`config.mk`:
```
export PLATFORM = sky130hd
export DESIGN_NAME = jet_muon_delta_r_overlap_filter_unit_flat
export DESIGN_NICKNAME = d
export VERILOG_FILES = /design/src/rtl/jmdr_pkg.sv /design/src/rtl/jmdr_if.sv /design/src/rtl/jmdr_ram.sv /design/src/rtl/jmdr_datapath.sv /design/src/rtl/jmdr_ctrl.sv /design/src/rtl/jet_muon_delta_r_overlap_filter_unit.sv /design/src/flat_wrapper.sv
export SDC_FILE = /design/constraint.sdc
export NUM_CORES = 1
export LEC_CHECK = 0
export ABC_CLOCK_PERIOD_IN_PS = 8800
export BUFFER_PORTS_ARGS = -buffer_cell sky130_fd_sc_hd__buf_2
export CAP_MARGIN = 25
export CELL_PAD_IN_SITES_DETAIL_PLACEMENT = 0
export CELL_PAD_IN_SITES_GLOBAL_PLACEMENT = 2
export CORE_MARGIN = 4
export CORE_UTILIZATION = 40
export DETAILED_ROUTE_END_ITERATION = 7
export GPL_TIMING_DRIVEN = 0
export PLACE_DENSITY = 0.7
export REMOVE_ABC_BUFFERS = 1
export SYNTH_ARGS = -nofsm -noshare
export SYNTH_HDL_FRONTEND = slang
export SYNTH_SLANG_ARGS = --single-unit
```
`constraint.sdc`:
```
create_clock -name clk -period 8.8 [get_ports clk]
set_input_delay 0.88 -clock clk [delete_from_list [all_inputs] [get_ports clk]]
set_output_delay 0.88 -clock clk [all_outputs]
set_load 0.005 [all_outputs]
```
`src/rtl/jmdr_pkg.sv`:
```
`timescale 1ns / 1ps
// ----------------------------------------------------------------------------
// jmdr_pkg: shared types and constants
// Widths, command codes, controller states and the control/status structs
// shared by the jet/muon delta-R overlap filter modules.
// ----------------------------------------------------------------------------
package jmdr_pkg;

	// field widths
	localparam int ETA_W  = 13;
	localparam int PHI_W  = 12;
	localparam int DIST_W = 24;
	localparam int CMD_W  = 2;

	// |deta| <= 8191, |dphi| <= 2048, squares and their sum
	localparam int AETA_W = ETA_W;
	localparam int APHI_W = PHI_W;
	localparam int ESQ_W  = 2 * AETA_W;
	localparam int PSQ_W  = 2 * APHI_W;
	localparam int SUM_W  = ESQ_W + 1;

	// threshold after reset: 652^2
	localparam logic [DIST_W-1:0] MIN_DIST_RESET = 24'd425104;

	typedef enum logic [CMD_W-1:0] {
		CMD_CLEAR = 2'd0,
		CMD_LOAD  = 2'd1,
		CMD_TEST  = 2'd2
	} cmd_t;

	typedef enum logic [1:0] {
		ST_IDLE,
		ST_SCAN,
		ST_DRAIN,
		ST_REPORT
	} state_t;

	typedef struct packed {
		logic signed [ETA_W-1:0] eta;
		logic [PHI_W-1:0]        phi;
	} muon_t;

	localparam int MUON_W = $bits(muon_t);

	// controller -> datapath
	typedef struct packed {
		logic clear_store;
		logic load_pair;
		logic start_jet;
		logic issue;
		logic write_result;
	} ctrl_cmd_t;

	// datapath -> controller
	typedef struct packed {
		logic pipe_busy;
		logic store_full;
		logic store_empty;
	} dp_stat_t;

endpackage

```
`src/rtl/jmdr_if.sv`:
```
`timescale 1ns / 1ps
// ----------------------------------------------------------------------------
// jmdr_if: channel interfaces
// Valid/ready channels for input words, result words and threshold writes.
// ----------------------------------------------------------------------------

// input word: command plus jet or muon-pair coordinates
interface jmdr_in_if import jmdr_pkg::*; ();
	logic                    valid;
	logic                    ready;
	logic [CMD_W-1:0]        command;
	logic signed [ETA_W-1:0] first_eta;
	logic [PHI_W-1:0]        first_phi;
	logic signed [ETA_W-1:0] second_eta;
	logic [PHI_W-1:0]        second_phi;

	modport source (
		output valid, command, first_eta, first_phi, second_eta, second_phi,
		input  ready
	);
	modport sink (
		input  valid, command, first_eta, first_phi, second_eta, second_phi,
		output ready
	);
endinterface

// result word: one per jet test
interface jmdr_out_if ();
	logic valid;
	logic ready;
	logic keep_jet;
	logic store_overflow;

	modport source (
		output valid, keep_jet, store_overflow,
		input  ready
	);
	modport sink (
		input  valid, keep_jet, store_overflow,
		output ready
	);
endinterface

// threshold register write
interface jmdr_cfg_if import jmdr_pkg::*; ();
	logic              valid;
	logic              ready;
	logic [DIST_W-1:0] min_distance_sq;

	modport source (
		output valid, min_distance_sq,
		input  ready
	);
	modport sink (
		input  valid, min_distance_sq,
		output ready
	);
endinterface

```
`src/rtl/jmdr_ram.sv`:
```
`timescale 1ns / 1ps
// ----------------------------------------------------------------------------
// jmdr_ram: generic single-port-write, single-port-read RAM
// One write and one read per cycle, read data registered, no reset.
// ----------------------------------------------------------------------------
module jmdr_ram #(
	parameter int WIDTH = 8,
	parameter int DEPTH = 16,
	localparam int AW   = (DEPTH > 1) ? $clog2(DEPTH) : 1
) (
	input  logic             clk,
	input  logic             we,
	input  logic [AW-1:0]    waddr,
	input  logic [WIDTH-1:0] wdata,
	input  logic [AW-1:0]    raddr,
	output logic [WIDTH-1:0] rdata
);

	logic [WIDTH-1:0] mem [DEPTH];
	logic [WIDTH-1:0] rdata_q;

	// write port and registered read port
	always_ff @(posedge clk) begin
		if (we) begin
			mem[waddr] <= wdata;
		end
		rdata_q <= mem[raddr];
	end

	assign rdata = rdata_q;

endmodule

```
`src/rtl/jmdr_datapath.sv`:
```
`timescale 1ns / 1ps
// ----------------------------------------------------------------------------
// jmdr_datapath: muon store and distance pipeline
// Holds the threshold, pair count and overflow flag, the muon-pair RAM and
// a four-stage squared-distance comparator shared by all muons of a scan.
// ----------------------------------------------------------------------------
module jmdr_datapath import jmdr_pkg::*; #(
	parameter int MAX_PAIRS = 8,
	localparam int AW       = (MAX_PAIRS > 1) ? $clog2(MAX_PAIRS) : 1,
	localparam int CNTW     = $clog2(MAX_PAIRS + 1)
) (
	input  logic                    clk,
	input  logic                    arst_n,
	input  ctrl_cmd_t               cmd,
	input  logic [AW-1:0]           rd_row,
	input  logic                    rd_half,
	input  logic                    cfg_wr,
	input  logic [DIST_W-1:0]       cfg_data,
	input  logic signed [ETA_W-1:0] first_eta,
	input  logic [PHI_W-1:0]        first_phi,
	input  logic signed [ETA_W-1:0] second_eta,
	input  logic [PHI_W-1:0]        second_phi,
	output logic [CNTW-1:0]         pair_count,
	output dp_stat_t                stat,
	output logic                    keep_jet,
	output logic                    store_overflow
);

	logic [DIST_W-1:0]       thr_q;
	logic [CNTW-1:0]         count_q;
	logic                    ovf_q;
	logic                    full;
	logic signed [ETA_W-1:0] jet_eta_q;
	logic [PHI_W-1:0]        jet_phi_q;
	logic                    hit_q;
	logic [2*MUON_W-1:0]     ram_wdata;
	logic [2*MUON_W-1:0]     ram_rdata;
	logic                    v_s1, v_s2, v_s3;
	logic                    half_s1;
	muon_t                   muon_sel;
	logic signed [ETA_W:0]   deta;
	logic [ETA_W:0]          deta_abs;
	logic [PHI_W-1:0]        dphi;
	logic [AETA_W-1:0]       ae_s2;
	logic [APHI_W-1:0]       ap_s2;
	logic [ESQ_W-1:0]        esq_s3;
	logic [PSQ_W-1:0]        psq_s3;
	logic [SUM_W-1:0]        dist_sum;
	logic                    keep_q;
	logic                    ovfo_q;

	assign full = (count_q == CNTW'(MAX_PAIRS));

	// threshold register
	always_ff @(posedge clk or negedge arst_n) begin
		if (!arst_n) begin
			thr_q <= MIN_DIST_RESET;
		end else if (cfg_wr) begin
			thr_q <= cfg_data;
		end
	end

	// pair count and overflow flag
	always_ff @(posedge clk or negedge arst_n) begin
		if (!arst_n) begin
			count_q <= '0;
			ovf_q   <= 1'b0;
		end else if (cmd.clear_store) begin
			count_q <= '0;
			ovf_q   <= 1'b0;
		end else if (cmd.load_pair) begin
			if (full) begin
				ovf_q <= 1'b1;
			end else begin
				count_q <= count_q + CNTW'(1);
			end
		end
	end

	// one row per pair: first muon in the upper half, second in the lower
	assign ram_wdata = {first_eta, first_phi, second_eta, second_phi};

	jmdr_ram #(
		.WIDTH (2 * MUON_W),
		.DEPTH (MAX_PAIRS)
	) u_store (
		.clk   (clk),
		.we    (cmd.load_pair && !full),
		.waddr (count_q[AW-1:0]),
		.wdata (ram_wdata),
		.raddr (rd_row),
		.rdata (ram_rdata)
	);

	// jet coordinates, held for the scan
	always_ff @(posedge clk) begin
		if (cmd.start_jet) begin
			jet_eta_q <= first_eta;
			jet_phi_q <= first_phi;
		end
	end

	// pipeline valids
	always_ff @(posedge clk or negedge arst_n) begin
		if (!arst_n) begin
			v_s1 <= 1'b0;
			v_s2 <= 1'b0;
			v_s3 <= 1'b0;
		end else begin
			v_s1 <= cmd.issue;
			v_s2 <= v_s1;
			v_s3 <= v_s2;
		end
	end

	// stage 1 aligns with RAM read data
	always_ff @(posedge clk) begin
		half_s1 <= rd_half;
	end

	// stage 2: pick the muon, signed eta difference, wrapped phi difference
	always_comb begin
		muon_sel = half_s1 ? muon_t'(ram_rdata[MUON_W-1:0])
		                   : muon_t'(ram_rdata[2*MUON_W-1:MUON_W]);
		deta     = (ETA_W+1)'(jet_eta_q) - (ETA_W+1)'(muon_sel.eta);
		deta_abs = deta[ETA_W] ? (ETA_W+1)'(-deta) : (ETA_W+1)'(deta);
		dphi     = jet_phi_q - muon_sel.phi;
	end

	always_ff @(posedge clk) begin
		ae_s2 <= deta_abs[AETA_W-1:0];
		ap_s2 <= dphi[PHI_W-1] ? (PHI_W'(0) - dphi) : dphi;
	end

	// stage 3: squares
	always_ff @(posedge clk) begin
		esq_s3 <= ESQ_W'(ae_s2) * ESQ_W'(ae_s2);
		psq_s3 <= PSQ_W'(ap_s2) * PSQ_W'(ap_s2);
	end

	// stage 4: sum and compare, sticky hit for the current jet
	assign dist_sum = SUM_W'(esq_s3) + SUM_W'(psq_s3);

	always_ff @(posedge clk or negedge arst_n) begin
		if (!arst_n) begin
			hit_q <= 1'b0;
		end else if (cmd.start_jet) begin
			hit_q <= 1'b0;
		end else if (v_s3 && (dist_sum < SUM_W'(thr_q))) begin
			hit_q <= 1'b1;
		end
	end

	// result payload register
	always_ff @(posedge clk) begin
		if (cmd.write_result) begin
			keep_q <= !hit_q;
			ovfo_q <= ovf_q;
		end
	end

	assign pair_count        = count_q;
	assign stat.pipe_busy    = v_s1 | v_s2 | v_s3;
	assign stat.store_full   = full;
	assign stat.store_empty  = (count_q == '0);
	assign keep_jet          = keep_q;
	assign store_overflow    = ovfo_q;

endmodule

```
`src/rtl/jmdr_ctrl.sv`:
```
`timescale 1ns / 1ps
// ----------------------------------------------------------------------------
// jmdr_ctrl: command sequencer
// Decodes input words, walks the stored muons one per cycle for a jet test,
// waits for the distance pipeline to drain and hands off the result word.
// ----------------------------------------------------------------------------
module jmdr_ctrl import jmdr_pkg::*; #(
	parameter int MAX_PAIRS = 8,
	localparam int AW       = (MAX_PAIRS > 1) ? $clog2(MAX_PAIRS) : 1,
	localparam int CNTW     = $clog2(MAX_PAIRS + 1)
) (
	input  logic             clk,
	input  logic             arst_n,
	input  logic             in_valid,
	input  logic [CMD_W-1:0] in_command,
	output logic             in_ready,
	output logic             out_valid,
	input  logic             out_ready,
	input  logic [CNTW-1:0]  pair_count,
	input  dp_stat_t         stat,
	output ctrl_cmd_t        cmd,
	output logic [AW-1:0]    rd_row,
	output logic             rd_half
);

	state_t        state_q, state_d;
	logic [AW-1:0] row_q;
	logic          half_q;
	logic          out_valid_q;
	logic          accept;
	logic          last;
	logic          slot_free;

	assign accept    = in_valid && (state_q == ST_IDLE);
	assign last      = half_q && ((CNTW'(row_q) + CNTW'(1)) == pair_count);
	assign slot_free = !out_valid_q || out_ready;

	// next state
	always_comb begin
		state_d = state_q;
		unique case (state_q)
			ST_IDLE: begin
				if (accept && (in_command == CMD_TEST)) begin
					state_d = stat.store_empty ? ST_REPORT : ST_SCAN;
				end
			end
			ST_SCAN: begin
				if (last) begin
					state_d = ST_DRAIN;
				end
			end
			ST_DRAIN: begin
				if (!stat.pipe_busy) begin
					state_d = ST_REPORT;
				end
			end
			ST_REPORT: begin
				if (slot_free) begin
					state_d = ST_IDLE;
				end
			end
			default: state_d = ST_IDLE;
		endcase
	end

	// outputs
	always_comb begin
		in_ready         = (state_q == ST_IDLE);
		cmd.clear_store  = accept && (in_command == CMD_CLEAR);
		cmd.load_pair    = accept && (in_command == CMD_LOAD);
		cmd.start_jet    = accept && (in_command == CMD_TEST);
		cmd.issue        = (state_q == ST_SCAN);
		cmd.write_result = (state_q == ST_REPORT) && slot_free;
	end

	always_ff @(posedge clk or negedge arst_n) begin
		if (!arst_n) begin
			state_q <= ST_IDLE;
		end else begin
			state_q <= state_d;
		end
	end

	// muon walk: two muons per stored row
	always_ff @(posedge clk or negedge arst_n) begin
		if (!arst_n) begin
			row_q  <= '0;
			half_q <= 1'b0;
		end else if (cmd.start_jet) begin
			row_q  <= '0;
			half_q <= 1'b0;
		end else if (state_q == ST_SCAN) begin
			half_q <= !half_q;
			if (half_q) begin
				row_q <= row_q + AW'(1);
			end
		end
	end

	// result valid
	always_ff @(posedge clk or negedge arst_n) begin
		if (!arst_n) begin
			out_valid_q <= 1'b0;
		end else if (cmd.write_result) begin
			out_valid_q <= 1'b1;
		end else if (out_ready) begin
			out_valid_q <= 1'b0;
		end
	end

	assign out_valid = out_valid_q;
	assign rd_row    = row_q;
	assign rd_half   = half_q;

endmodule

```
`src/rtl/jet_muon_delta_r_overlap_filter_unit.sv`:
```
`timescale 1ns / 1ps
// ----------------------------------------------------------------------------
// jet_muon_delta_r_overlap_filter_unit: jet/muon delta-R overlap filter
// Stores muon pairs per event and flags jets that lie within the squared
// eta-phi threshold of any stored muon.
// ----------------------------------------------------------------------------
//  channel     dir  handshake       word
//  jet_in      in   valid/ready     command, first/second eta and phi
//  result_out  out  valid/ready     keep_jet, store_overflow
//  cfg         in   valid/ready     min_distance_sq (always ready)
//
// Clear and load words are taken straight from idle. A jet test with N stored
// pairs sends one muon per cycle through the shared distance pipeline, waits
// in the drain state until the pipeline is empty, hands off the result word
// and returns to idle; with no stored pairs it goes straight to the hand-off.
// Reset clears the pair count and overflow flag and restores the threshold
// to 652^2; the store RAM is not cleared. A stalled result word holds in its
// register; the next input word is taken meanwhile and only a jet result
// waits for the slot.
// ----------------------------------------------------------------------------
module jet_muon_delta_r_overlap_filter_unit import jmdr_pkg::*; #(
	parameter int MAX_PAIRS = 8
) (
	input  logic          clk,
	input  logic          arst_n,
	jmdr_in_if.sink       jet_in,
	jmdr_out_if.source    result_out,
	jmdr_cfg_if.sink      cfg
);

	localparam int AW   = (MAX_PAIRS > 1) ? $clog2(MAX_PAIRS) : 1;
	localparam int CNTW = $clog2(MAX_PAIRS + 1);

	ctrl_cmd_t       dp_cmd;
	dp_stat_t        stat;
	logic [AW-1:0]   rd_row;
	logic            rd_half;
	logic [CNTW-1:0] pair_count;

	// threshold writes are always taken
	assign cfg.ready = 1'b1;

	jmdr_ctrl #(
		.MAX_PAIRS (MAX_PAIRS)
	) u_ctrl (
		.clk        (clk),
		.arst_n     (arst_n),
		.in_valid   (jet_in.valid),
		.in_command (jet_in.command),
		.in_ready   (jet_in.ready),
		.out_valid  (result_out.valid),
		.out_ready  (result_out.ready),
		.pair_count (pair_count),
		.stat       (stat),
		.cmd        (dp_cmd),
		.rd_row     (rd_row),
		.rd_half    (rd_half)
	);

	jmdr_datapath #(
		.MAX_PAIRS (MAX_PAIRS)
	) u_datapath (
		.clk            (clk),
		.arst_n         (arst_n),
		.cmd            (dp_cmd),
		.rd_row         (rd_row),
		.rd_half        (rd_half),
		.cfg_wr         (cfg.valid),
		.cfg_data       (cfg.min_distance_sq),
		.first_eta      (jet_in.first_eta),
		.first_phi      (jet_in.first_phi),
		.second_eta     (jet_in.second_eta),
		.second_phi     (jet_in.second_phi),
		.pair_count     (pair_count),
		.stat           (stat),
		.keep_jet       (result_out.keep_jet),
		.store_overflow (result_out.store_overflow)
	);

`ifndef SYNTHESIS
	// pair count never passes the store size
	a_count_bound: assert property (@(posedge clk) disable iff (!arst_n)
		pair_count <= CNTW'(MAX_PAIRS))
		else $error("pair count above store size");

	// a load into a full store leaves the count alone
	a_full_load: assert property (@(posedge clk) disable iff (!arst_n)
		(dp_cmd.load_pair && stat.store_full) |=> $stable(pair_count))
		else $error("load into full store changed pair count");

	// scan reads only rows that were loaded
	a_issue_row: assert property (@(posedge clk) disable iff (!arst_n)
		dp_cmd.issue |-> (CNTW'(rd_row) < pair_count))
		else $error("scan read beyond loaded rows");

	// new words only enter with the distance pipeline empty
	a_idle_drained: assert property (@(posedge clk) disable iff (!arst_n)
		jet_in.ready |-> !stat.pipe_busy)
		else $error("input taken while distance pipeline busy");
`endif

endmodule

```
`src/flat_wrapper.sv`:
```
// flat-port wrapper written by rule: the top's interface ports become plain ports
module jet_muon_delta_r_overlap_filter_unit_flat import jmdr_pkg::*;
#(
	parameter int MAX_PAIRS = 8
)
  (clk, arst_n, jet_in_valid, jet_in_command, jet_in_first_eta, jet_in_first_phi, jet_in_second_eta, jet_in_second_phi, jet_in_ready, result_out_valid, result_out_keep_jet, result_out_store_overflow, result_out_ready, cfg_valid, cfg_min_distance_sq, cfg_ready);
  jmdr_in_if jet_in_i ();
  jmdr_out_if result_out_i ();
  jmdr_cfg_if cfg_i ();
  input  logic clk;
  input  logic arst_n;
  input wire logic [$bits(jet_in_i.valid)-1:0] jet_in_valid;
  input wire logic [$bits(jet_in_i.command)-1:0] jet_in_command;
  input wire logic [$bits(jet_in_i.first_eta)-1:0] jet_in_first_eta;
  input wire logic [$bits(jet_in_i.first_phi)-1:0] jet_in_first_phi;
  input wire logic [$bits(jet_in_i.second_eta)-1:0] jet_in_second_eta;
  input wire logic [$bits(jet_in_i.second_phi)-1:0] jet_in_second_phi;
  output wire logic [$bits(jet_in_i.ready)-1:0] jet_in_ready;
  output wire logic [$bits(result_out_i.valid)-1:0] result_out_valid;
  output wire logic [$bits(result_out_i.keep_jet)-1:0] result_out_keep_jet;
  output wire logic [$bits(result_out_i.store_overflow)-1:0] result_out_store_overflow;
  input wire logic [$bits(result_out_i.ready)-1:0] result_out_ready;
  input wire logic [$bits(cfg_i.valid)-1:0] cfg_valid;
  input wire logic [$bits(cfg_i.min_distance_sq)-1:0] cfg_min_distance_sq;
  output wire logic [$bits(cfg_i.ready)-1:0] cfg_ready;
  assign jet_in_i.valid = jet_in_valid;
  assign jet_in_i.command = jet_in_command;
  assign jet_in_i.first_eta = jet_in_first_eta;
  assign jet_in_i.first_phi = jet_in_first_phi;
  assign jet_in_i.second_eta = jet_in_second_eta;
  assign jet_in_i.second_phi = jet_in_second_phi;
  assign jet_in_ready = jet_in_i.ready;
  assign result_out_valid = result_out_i.valid;
  assign result_out_keep_jet = result_out_i.keep_jet;
  assign result_out_store_overflow = result_out_i.store_overflow;
  assign result_out_i.ready = result_out_ready;
  assign cfg_i.valid = cfg_valid;
  assign cfg_i.min_distance_sq = cfg_min_distance_sq;
  assign cfg_ready = cfg_i.ready;
  jet_muon_delta_r_overlap_filter_unit #(.MAX_PAIRS(MAX_PAIRS)) u_core (.clk(clk), .arst_n(arst_n), .jet_in(jet_in_i), .result_out(result_out_i), .cfg(cfg_i));
endmodule
```
Yosys cells after proc, flatten, opt, wreduce, memory -nomap -nowiden
Memories as Yosys holds them, arrays and structs flattened. A register that Yosys moved wholly into a read port is not among the register bits.
Index checks and enable logic that the tools add are counted.
- $add $sub $neg: 8
- multiply operators: 2
- divide/modulo/power cells: 0
- order comparisons: 1
- equality and inequality tests: 12
- shift-type cells: 0
- muxes and demuxes: 26
- bitwise operators: 2
- reductions and logical operators: 26
- operators with widths (kind ; count):
    adder 26 x 24 -> 27 bit ; 1
    < comparator 27 x 24 -> 1 bit ; 1
    multiplier 13 x 13 -> 26 bit ; 1
    2-to-1 mux 25 bit ; 1
    multiplier 12 x 12 -> 24 bit ; 1
    subtractor 13 x 13 -> 14 bit ; 1
    2-to-1 mux 13 bit ; 1
    negation 13 bit ; 1
    2-to-1 mux 4 bit ; 3
    nonzero test 2 bit ; 6
    subtractor 1 x 12 -> 12 bit (first input constant) ; 1
    subtractor 12 bit ; 1
    2-to-1 mux 1 bit ; 11
    2-to-1 mux 11 bit ; 1
    2-to-1 mux 2 bit ; 5
    2-to-1 mux 3 bit ; 3
    logical AND 1 bit ; 8
    case mux 2 bit (4 select lines) ; 1
    == test 2 bit (second input constant) ; 3
    != test 2 x 1 -> 1 bit (second input constant) ; 3
    AND reduction 2 bit ; 3
    adder 3 x 1 -> 4 bit (second input constant) ; 1
    adder 4 x 1 -> 4 bit (second input constant) ; 1
    == test 2 x 1 -> 1 bit (second input constant) ; 2
    other kinds (10) ; 16
- bits in registers: 143
- bits in latches: 0
- memory bits (writable): 400
- ROM bits: 0
- input bits: 81
- output and inout port bits: 5
- logic and storage cells: 99
- memories kept: 1
- memory list (name ; words ; bits a word ; rd ports ; clocked after memory_dff ; write ports ; line ; text):
    u_core.u_datapath.u_store.mem ; 8 ; 50 ; 1 ; 1 ; 1 ; jmdr_ram.sv:19 ; logic [WIDTH-1:0] mem [DEPTH];

Longest topological paths before layout
- word-level depth: 6
- gate-level depth with buffers: 23

Modules after synthesis
From an unflattened synthesis, not the netlist that was laid out.
- cells, all modules: 2388
- area total of the unflattened synthesis: 32560.0 um^2
- by module, submodules not included (module ; instances ; cells each ; area an instance (um^2)):
    jmdr_ram ; 1 ; 641 ; 16450.8
    jmdr_datapath ; 1 ; 1695 ; 15608.7
    jmdr_ctrl ; 1 ; 50 ; 489.2
    jet_muon_delta_r_overlap_filter_unit ; 1 ; 2 ; 11.3

Least setup slack after synthesis
No wires, ideal clock.
- path kind: input to register
- start point: in jet_in_valid
- end point: mem u_core.u_datapath.u_store.mem[0][0] in the netlist's numbering, enable pin
- arrival: 6128 ps
- data required time: 8217 ps
- setup slack: 2089 ps
- stages on the path: 4
- path through: nand2_1 -> nor2_1 -> nand3_1 -> nor4_1
- word-level cells in the longest chain between the ends: 5
- RTL lines (item ; line ; text):
    from (decl) ; flat_wrapper.sv:12 ; input wire logic [$bits(jet_in_i.valid)-1:0] jet_in_valid;
    logical AND 1 bit ; jmdr_ctrl.sv:34 ; assign accept = in_valid && (state_q == ST_IDLE);
    logical AND 1 bit ; jmdr_ctrl.sv:70 ; cmd.load_pair = accept && (in_command == CMD_LOAD);
    logical AND 1 bit ; jmdr_datapath.sv:88 ; .we (cmd.load_pair && !full),
    2-to-1 mux 1 bit ; jmdr_ram.sv:24 ; if (we) begin
    2-to-1 mux 1 bit (not written as such) ; jmdr_ram.sv:25 ; mem[waddr] <= wdata;
    to (decl) ; jmdr_ram.sv:19 ;
No other way between the ends.

Worst setup path in the final report
- start point: reg u_core.u_datapath.ap_s2[4]
- end point: reg u_core.u_datapath.psq_s3[22]
- word-level cells in the longest chain between the ends: 1
- RTL lines (item ; line ; text):
    from (decl) ; jmdr_datapath.sv:45 ; logic [APHI_W-1:0] ap_s2;
    from (signal assigned) ; jmdr_datapath.sv:132 ; ap_s2 <= dphi[PHI_W-1] ? (PHI_W'(0) - dphi) : dphi;
    multiplier 12 x 12 -> 24 bit ; jmdr_datapath.sv:138 ; psq_s3 <= PSQ_W'(ap_s2) * PSQ_W'(ap_s2);
    to (signal assigned) ; jmdr_datapath.sv:138 ;
    to (decl) ; jmdr_datapath.sv:47 ; logic [PSQ_W-1:0] psq_s3;
No other way between the ends.
A chain may end at the register's enable or synchronous reset.

==> impl_metrics.py <==
metrics = {
    "die": {
        "die_h_microns": 290,
        "fp.coreArea_sq_mm": 0.0789,
        "start_util": 0.403,
        "ioPinCount": 86,
        "fp.dieW_microns": 290,
        "die-area_sq_mm": 0.0840,
        "num_rows": 103,
    },
    "detailed_routing": {
        "vias_per_cell": 4.90,
        "drt_iter0_drc": 834,
        "routed_wl_mm": 65.0,
        "routedWlPerCell_microns": 18.1,
        "firstDrtPassIters": 5,
        "num_vias": 17600,
        "ant_nets": 0,
        "drc": 0,
    },
    "run": {
        "max_cap_violations": 0,
    },
    "clock_network": {
        "clk_latency_ns": 0.61,
        "cts_resized": 0,
        "cts_tree": "done",
        "cts-buffers-inserted": 66,
        "cts_buffer_depth": 3,
        "clock-sinks": 591,
        "htreeDepth": 3,
        "clk_pin_slew_worst_paths_ns": 0.06,
        "hold_buffers": 0,
        "cts-root-buf": "clkbuf_16",
        "postCtsSetupBuffers": 0,
    },
    "synth": {
        "yosysTopAreaCellShare": 0.404,
        "syn_area_per_cell_sq_um": 13.5,
        "synth-warning-count": 0,
        "syn_inst": 2347,
        "synth.top_cells.by_count": "427 x edfxtp_1, 374 x inv_1, 206 x ha_1, 179 x fa_1, 134 x nand2_1",
        "synth_ff_type": "edfxtp_1",
        "yosysMostFrequentCell": "edfxtp_1",
        "yosys-top-cells-area": "edfxtp_1 40%, fa_1 11%, ha_1 8.1%",
        "synth_async_sr_flop_share": 0.0677,
        "synth.largest_area_cell": "edfxtp_1",
        "yosysSeqAreaShare": 0.514,
        "ys_ff_latch": 591,
        "synth_edf_count": 427,
        "synth.distinct_cells": 78,
        "netlist_area_sq_mm": 0.0318,
    },
    "critical_path": {
        "cp_top_family": "adder cells",
        "worstSetupPathType": "register to register",
        "path_buf_inv": 5,
        "required_ns": 9.26,
        "critPathMaxFanout": 11,
        "r2r_slack_ns": 2.58,
        "rr_endpoint": "u_core.u_datapath.psq_s3[22]$_DFF_P_",
        "regToRegStartpoint": "u_core.u_datapath.ap_s2[4]$_DFF_P_",
        "critPathSlowestCell": "dfxtp_1",
        "cp_cell_sequence": "inv_1, nor2_1, fa_1, fa_1, inv_1, fa_1, inv_1, fa_1, inv_1, fa_1, inv_1, ha_1, or4_1, o22ai_1, o21ai_1, or4_1, a31oi_1, o21ai_1, xor2_1",
        "startpoint_type": "register",
        "crit_arrival_ns": 6.68,
        "critPathMaxStageDelay_ns": 0.66,
        "r2r.worst_path.cells": 19,
        "cp-end-kind": "register",
    },
    "global_routing": {
        "grt_pass1_wl_mm": 105,
        "grt_pass1_vias": 19300,
        "overflow": 0,
        "grtUsageTotal": 0.161,
        "grt_max_degree": 59,
        "antenna_found_initial": 12,
    },
    "worst_hold_path": {
        "hp-class": "primary input to asynchronous set/reset pin",
    },
    "sta": {
        "tightestPinTransition_ns": 0.897,
        "rsz0062_at_grt": "no",
        "finalSetupViolCount": 0,
        "drv_slew": 0,
        "fin_hold_ws_ns": 0.150,
        "fin_ws_ns": 2.58,
        "hold_viol": 0,
        "timing.final.crit_period_ns": 6.22,
        "finClkSkew_ns": 0.0391,
        "tns_ns": 0,
        "slew_headroom": 0.398,
        "fmax_mhz": 161,
        "fin_crit_sh": 0.707,
    },
    "layout": {
        "fin_nets": 2949,
        "final_cells": 3595,
        "seqCellArea_sq_mm": 0.0163,
        "multiInputGateArea_sq_mm": 0.0138,
        "drive_above_1_share": 0.170,
        "nFillCells": 7124,
        "synthToLayoutAreaGrowth_pct": 14.1,
    },
    "run_status": {
        "status": "finished, final reports clean",
    },
    "placement": {
        "gp_congestion": 0.753,
        "placedCellCount": 3462,
        "dp_hpwl_mm": 46.5,
        "portBuffers": 84,
        "dp_worst_setup_slack_ns": 2.57,
    },
}
-- final cells by class --
class / count / area share
Antenna cell: 9 / 0.000622
Clock buffer: 82 / 0.0487
Clock inverter: 39 / 0.0123
Inverter: 374 / 0.0388
Multi-Input combinational cell: 1312 / 0.381
Sequential cell: 591 / 0.451
Tap cell: 1050 / 0.0363
Timing Repair Buffer: 138 / 0.0313
-- kinds of logic after synthesis --
group / after synthesis / synth area share
AO/OA/AOI/OAI: 232 / 0.0476
AND/OR/NAND/NOR: 395 / 0.0604
other: 1 / 0.000118
flip-flops: 591 / 0.514
XOR/XNOR: 116 / 0.0320
adder cells (fa/ha/maj): 385 / 0.194
multiplexers: 183 / 0.0994
buffers and inverters: 444 / 0.0526
-- stage by stage --
| step | util | instance area, sq um |
|---|---|---|
| 4_1_cts | 0.459 | 36200 |
| 5_1_grt | 0.459 | 36200 |
| 2_1_floorplan | - | 31500 |
| 3_5_place_dp | 0.431 | 34000 |
| 3_3_place_gp | 0.421 | 33200 |
| 6_report | 0.459 | 36200 |
-- flip-flops by register name, indices dropped and copies added (netlist names), 2 cells and up --
name	cells
u_core.u_datapath.psq_s3	23
u_core.u_datapath.ap_s2	12
u_core.u_datapath.pair_count	4
u_core.u_ctrl.state_q	2
u_core.u_datapath.jet_eta_q	13
u_core.u_datapath.esq_s3	25
u_core.u_datapath.thr_q	24
u_core.u_datapath.jet_phi_q	12
u_core.u_datapath.u_store.mem	400
u_core.u_datapath.ae_s2	13
u_core.u_datapath.u_store.rdata	50
u_core.u_ctrl.rd_row	3
-- metal layers --
metal | vias to the layer above | global-route usage | part of all wire
met3 | 78 | 0.0320 | 0.045
met5 | - | 0 | 0.00049
met4 | 4 | 0.0328 | 0.015
met2 | 288 | 0.276 | 0.49
met1 | 8844 | 0.214 | 0.45
li1 | 8417 | - | -
-- cell usage in the layout (no fill, tap or decap), types with 27 or more instances in the layout --
master / synthesis / routed
xnor2_1: 79 / 79
buf_6: 0 / 28
nor2_1: 81 / 78
o21ai_0: 53 / 53
ha_1: 206 / 206
clkbuf_16: 0 / 67
mux2_2: 57 / 57
a21oi_1: 60 / 60
fa_1: 179 / 179
xor2_1: 37 / 37
dfxtp_1: 124 / 123
inv_1: 374 / 373
buf_2: 1 / 84
mux4_2: 100 / 100
and2_1: 69 / 69
nand2_1: 134 / 134
nor2b_1: 27 / 27
dfrtp_1: 31 / 28
edfxtp_1: 427 / 427
-- worst max-delay path by stage --
stage / from / cells past startpoint / slack [ns] / endpoint
6_report: u_core.u_datapath.ap_s2[4]$_DFF_P_ / 19 / 2.58 / u_core.u_datapath.psq_s3[22]$_DFF_P_
5_1_grt: u_core.u_datapath.ap_s2[2]$_DFF_P_ / 21 / 2.20 / u_core.u_datapath.psq_s3[22]$_DFF_P_
4_1_cts: u_core.u_datapath.ap_s2[1]$_DFF_P_ / 20 / 2.51 / u_core.u_datapath.psq_s3[22]$_DFF_P_
3_5_place_dp: u_core.u_datapath.ap_s2[1]$_DFF_P_ / 20 / 2.57 / u_core.u_datapath.psq_s3[22]$_DFF_P_
3_3_place_gp: jet_in_valid / 5 / -4.82 / u_core.u_datapath.u_store.mem[0][8]$_DFFE_PP_
2_1_floorplan: jet_in_valid / 4 / 2.09 / u_core.u_datapath.u_store.mem[0][0]$_DFFE_PP_
-- worst reg2reg max path: stages (launching register included) --
cell     delay, ns
dfxtp_1       0.66
inv_1         0.20
nor2_1        0.26
fa_1          0.49
fa_1          0.50
inv_1         0.05
fa_1          0.54
inv_1         0.06
fa_1          0.52
inv_1         0.05
fa_1          0.54
inv_1         0.05
ha_1          0.23
or4_1         0.51
o22ai_1       0.28
o21ai_1       0.18
or4_1         0.43
a31oi_1       0.27
o21ai_1       0.12
xor2_1        0.14
Power is left out: the tool's default activity adds up to more than one toggle a clock period on the data nets, which glitch-free logic cannot reach.
